$ cat config.mk
export PLATFORM = sky130hd
export DESIGN_NAME = grp_ctrl
export DESIGN_NICKNAME = d
export VERILOG_FILES = /design/src/hw/rtl/grp_pkg.sv /design/src/hw/rtl/grp_ctrl.sv
export SDC_FILE = /design/constraint.sdc
export NUM_CORES = 1
export LEC_CHECK = 0
export BUFFER_PORTS_ARGS = -buffer_cell sky130_fd_sc_hd__buf_2
export CAP_MARGIN = 20
export CELL_PAD_IN_SITES_DETAIL_PLACEMENT = 0
export CELL_PAD_IN_SITES_GLOBAL_PLACEMENT = 1
export CORE_MARGIN = 2
export CORE_UTILIZATION = 34
export DETAILED_ROUTE_END_ITERATION = 7
export PLACE_DENSITY_LB_ADDON = 0.15
export SYNTH_ARGS = -nofsm -noshare
export SYNTH_HDL_FRONTEND = slang
export SYNTH_SLANG_ARGS = --single-unit
$ cat constraint.sdc
create_clock -name clock -period 1.47 [get_ports clock]
set_input_delay 0.0735 -clock clock [delete_from_list [all_inputs] [get_ports clock]]
set_output_delay 0.0735 -clock clock [all_outputs]
set_load 0.01 [all_outputs]
$ cat src/hw/rtl/grp_pkg.sv
// Shared types, constants and helper functions for the greedy rectangle placer.
// Used by grp_ctrl, grp_datapath and greedy_rectangle_placer; no dependencies.
`timescale 1ns / 1ps

package grp_pkg;

   localparam int GRID_W = 64;
   localparam int GRID_H = 64;
   localparam int CW     = 7;                  // coordinate / extent width
   localparam int XIW    = $clog2(GRID_W);     // column index width
   localparam int YIW    = $clog2(GRID_H);     // row index width
   localparam int YCW    = $clog2(GRID_H + 1); // row counter width
   localparam int FREE_W = 13;
   localparam int FREE_MAX = 8191;

   localparam logic [7:0] REG_FLOOR_WIDTH  = 8'd0;
   localparam logic [7:0] REG_FLOOR_HEIGHT = 8'd1;

   typedef enum logic [2:0] {
      ST_IDLE,
      ST_ANCHOR,
      ST_COLY,
      ST_TRY,
      ST_CHECK,
      ST_MARK,
      ST_RESP
   } state_type;

   typedef enum logic [1:0] {
      SW_ANCHOR,
      SW_COLY,
      SW_CHECK,
      SW_MARK
   } sweep_type;

   typedef struct packed {
      logic       load;
      logic       start_coly;
      logic       start_check;
      logic       start_mark;
      logic       commit;
      logic       fail;
      logic [1:0] try_idx;
   } cmd_type;

   typedef struct packed {
      logic sweep_done;
      logic cand_ok;
      logic conflict;
   } status_type;

   // bits [n-1:0] set
   function automatic logic [GRID_W-1:0] low_mask(input logic [CW:0] n);
      logic [GRID_W-1:0] m;
      for (int i = 0; i < GRID_W; i++) begin
         m[i] = (9'(i) < {1'b0, n});
      end
      return m;
   endfunction

   function automatic logic [XIW-1:0] lowest_bit(input logic [GRID_W-1:0] v);
      logic [XIW-1:0] idx;
      idx = '0;
      for (int i = GRID_W - 1; i >= 0; i--) begin
         if (v[i]) idx = XIW'(i);
      end
      return idx;
   endfunction

endpackage

$ cat src/hw/rtl/grp_ctrl.sv
// Sequencer for the placer: anchor scans, up to four fit checks, mark, response.
// Depends on grp_pkg; drives grp_datapath through cmd_type / status_type.
`timescale 1ns / 1ps

module grp_ctrl (
   input  logic                clock,
   input  logic                reset,
   input  logic                req_tvalid,
   output logic                req_tready,
   output logic                rsp_tvalid,
   input  logic                rsp_tready,
   output grp_pkg::cmd_type    cmd,
   input  grp_pkg::status_type status
);
   import grp_pkg::*;

   state_type  state_ff, state_in;
   logic [1:0] k_ff, k_in;

   always_ff @(posedge clock) begin
      if (reset) begin
         state_ff <= ST_IDLE;
         k_ff     <= '0;
      end else begin
         state_ff <= state_in;
         k_ff     <= k_in;
      end
   end

   // next state
   always_comb begin
      state_in = state_ff;
      k_in     = k_ff;
      unique case (state_ff)
         ST_IDLE: begin
            if (req_tvalid) state_in = ST_ANCHOR;
         end
         ST_ANCHOR: begin
            if (status.sweep_done) state_in = ST_COLY;
         end
         ST_COLY: begin
            if (status.sweep_done) begin
               state_in = ST_TRY;
               k_in     = '0;
            end
         end
         ST_TRY: begin
            if (status.cand_ok) state_in = ST_CHECK;
            else if (k_ff == 2'd3) state_in = ST_RESP;
            else k_in = k_ff + 2'd1;
         end
         ST_CHECK: begin
            if (status.sweep_done) begin
               if (!status.conflict) state_in = ST_MARK;
               else if (k_ff == 2'd3) state_in = ST_RESP;
               else begin
                  state_in = ST_TRY;
                  k_in     = k_ff + 2'd1;
               end
            end
         end
         ST_MARK: begin
            if (status.sweep_done) state_in = ST_RESP;
         end
         ST_RESP: begin
            if (rsp_tready) state_in = ST_IDLE;
         end
         default: state_in = ST_IDLE;
      endcase
   end

   // outputs
   always_comb begin
      cmd         = '0;
      cmd.try_idx = k_ff;
      req_tready  = (state_ff == ST_IDLE);
      rsp_tvalid  = (state_ff == ST_RESP);
      unique case (state_ff)
         ST_IDLE:   cmd.load = req_tvalid;
         ST_ANCHOR: cmd.start_coly = status.sweep_done;
         ST_COLY:   ;
         ST_TRY: begin
            cmd.start_check = status.cand_ok;
            cmd.fail        = !status.cand_ok && (k_ff == 2'd3);
         end
         ST_CHECK: begin
            cmd.start_mark = status.sweep_done && !status.conflict;
            cmd.fail       = status.sweep_done && status.conflict && (k_ff == 2'd3);
         end
         ST_MARK:   cmd.commit = status.sweep_done;
         ST_RESP:   ;
         default:   ;
      endcase
   end

endmodule

==> flow_metrics.env <==
export IMPL_antenna_cells=0
export IMPL_grt_pass1_wl_mm=2.30
export IMPL_pwr_share_clk=0.175
export IMPL_synth_area_leader_cell="dfxtp_1"
export IMPL_p_per_area_mw_per_mm2=1290
export IMPL_cts_max_level=1
export IMPL_grt_use_total=0.162
export IMPL_initial_core_util=0.358
export IMPL_via_per_inst=5.17
export IMPL_period_share=0.966
export IMPL_port_buffers=16
export IMPL_critPathKind="flip-flop to primary output"
export IMPL_start_kind="flip-flop"
export IMPL_tightest_slew_ns=0.309
export IMPL_num_vias=538
export IMPL_power_frac_seq=0.262
export IMPL_synth_area_leaders="dfxtp_1 19%, nand2b_1 5.9%, mux2i_1 5.7%"
export IMPL_dp_hpwl_mm=1.03
export IMPL_cp_data_arrival_time_ns=1.35
export IMPL_cts_buffers=3
export IMPL_cp_slowest_cell="dfxtp_4"
export IMPL_core_sq_mm=0.00147
export IMPL_relSlewSlack=0.793
export IMPL_fin_crit_ns=1.42
export IMPL_dieArea_sq_mm=0.00188
export IMPL_switching_share=0.405
export IMPL_cap_violations=0
export IMPL_finalSetupViolCount=0
export IMPL_cp_data_required_time_ns=1.40
export IMPL_rows=14
export IMPL_power_switching_mw=0.365
export IMPL_grt_max_degree=11
export IMPL_drtAntennaViolNets=0
export IMPL_antenna_found_initial=0
export IMPL_synth_edf_count=0
export IMPL_fin_nets=98
export IMPL_ios=17
export IMPL_first_pass_iters=4
export IMPL_post_route_drc_count=0
export IMPL_drive_gt1_frac=0.443
export IMPL_dp_slack_ns=0.0693
export IMPL_drv_slew=0
export IMPL_die_y_um=43.4
export IMPL_ir_drop_mv=0.634
export IMPL_cts_root_buf="clkbuf_4"
export IMPL_fp_dieW_um=43.4
export IMPL_synth_yosys_warnings=0
export IMPL_endpoint_kind="primary output"
export IMPL_wl_per_cell_um=13.3
export IMPL_clkSinkCount=5
export IMPL_hold_viol=0
export IMPL_ys_ff_latch=5
export IMPL_syn_avg_cell_area_sq_um=8.23
export IMPL_syn_cell_area_sq_um=527
export IMPL_synthTopCellsByCount="5 x dfxtp_1, 5 x nand2_1, 5 x nand2b_1"
export IMPL_synth_ff_type="dfxtp_1"
export IMPL_fmax_mhz=704
export IMPL_p_leak_nw=0.333
export IMPL_yosysUniqueCellTypes=33
export IMPL_syn_nets=73
export IMPL_finalClockSkew_ns=0.00320
export IMPL_p_int_mw=0.536
export IMPL_slowest_delay_ns=0.38
export IMPL_dpl_cell_area_sq_um=634
export IMPL_place_gp_congestion=0.763
export IMPL_num_fill_cells=168
export IMPL_regArea_sq_um=111
export IMPL_synth_top_cell_area_share=0.190
export IMPL_grt_pass1_vias=542
export IMPL_fin_area_sq_um=701
export IMPL_hold_class="input pin to flip-flop"
export IMPL_synth_async_sr_flop_share=0
export IMPL_areaGrowthSynthToFinish_pct=33.0
export IMPL_drt_initial_drc_count=3
export IMPL_cts_tree="done"
export IMPL_status="finished, final reports clean"
export IMPL_multi_input_area_sq_um=389
export IMPL_cp_max_fo=7
export IMPL_drt_wl_total_mm=1.39
export IMPL_clk_path_buf_depth=2
export IMPL_clk_pin_slew_ns=0.04
export IMPL_power_frac_comb=0.564
export IMPL_ys_seq_area_frac=0.190
export IMPL_grt_overflow=0
export IMPL_fin_ws_ns=0.0498
export IMPL_synth_cells=64
export IMPL_path_cells="buf_4 -> nand2b_4 -> o32ai_2 -> and2_1 -> buf_2"
export IMPL_clk_latency_ns=0.24
[area by class of cell]
cell class,count,share of cell area
timing repair buffer,24,0.205
multi-input combinational,53,0.555
clock buffer,4,0.0375
inverter,2,0.0143
sequential,5,0.159
tap,16,0.0286
[final timing paths]
| path | start | endpoint | slack [ns] | cells past startpoint |
|---|---|---|---|---|
| min reg2reg | k_ff[0] | k_ff[0] | 0.52 | 2 |
| min | reset | state_ff[2] | 0.1 | 2 |
| max | state_ff[2] | cmd[2] | 0.05 | 5 |
| max reg2reg | k_ff[0] | state_ff[1] | 0.11 | 5 |
[cell families after synthesis]
| logic type | synth area share |
|---|---|
| AO/OA/AOI/OAI | 0.252 |
| adder cells (fa/ha/maj) | 0.0475 |
| buffers and inverters | 0.0903 |
| flip-flops | 0.190 |
| multiplexers | 0.0570 |
| AND/OR/NAND/NOR | 0.363 |
[flip-flops by register name, indices dropped and copies added, names as in the netlist]
register / count
state_ff: 3
k_ff: 2
[power by group through the flow]
stage	sequential [mW]	clock [mW]	combinational [mW]
after global placement	0.229	0	0.498
after global routing	0.245	0.176	0.561
after CTS	0.231	0.168	0.500
final	0.236	0.157	0.508
after detailed placement	0.224	0	0.495
after floorplan	0.175	0	0.417
[through the flow]
stage | power [mW] | setup TNS, ns | std cells | hold WS, ns | utilization
2_1_floorplan | 0.592 | 0 | 64 | 0.143 | -
3_3_place_gp | 0.727 | 0 | 98 | 0.359 | 0.431
3_5_place_dp | 0.719 | 0 | 98 | 0.362 | 0.431
4_1_cts | 0.898 | 0 | 102 | 0.0963 | 0.455
5_1_grt | 0.982 | -0.0112 | 104 | 0.119 | 0.476
6_report | 0.901 | 0 | 104 | 0.0975 | 0.476
[worst max-delay path, delay by kind of cell (launching register included)]
family / cells / cell delay [ns]
DFF: 1 / 0.38
AOI/OAI and AO/OA: 1 / 0.26
buffers and inverters: 2 / 0.25
and+or+nand+nor: 2 / 0.22
[placed cells by master (no fill, tap or decap), drive strengths merged, types with 3 or more instances in the layout]
| master | count |
|---|---|
| nor2 | 4 |
| dfxtp | 5 |
| nand2b | 6 |
| mux2i | 3 |
| nand2 | 5 |
| nor3 | 3 |
| o21ai | 4 |
| nor3b | 3 |
| buf | 24 |
| a21oi | 4 |
| clkbuf | 4 |
[repair_timing]
action                     CTS  global route
pin swaps                    0             2
resized for setup            5             4
setup buffers                0             3
hold buffers                 0             0
setup endpoints to repair    1             2
[layer usage]
layer / up-vias / part of all wire / global-route usage
li1: 281 / - / -
met1: 242 / 0.44 / 0.207
met2: 13 / 0.49 / 0.254
met3: 2 / 0.053 / 0.0208
met4: 0 / 0.0086 / 0.109
met5: - / 0 / 0
No activity file was read; power rests on OpenSTA's default activity.
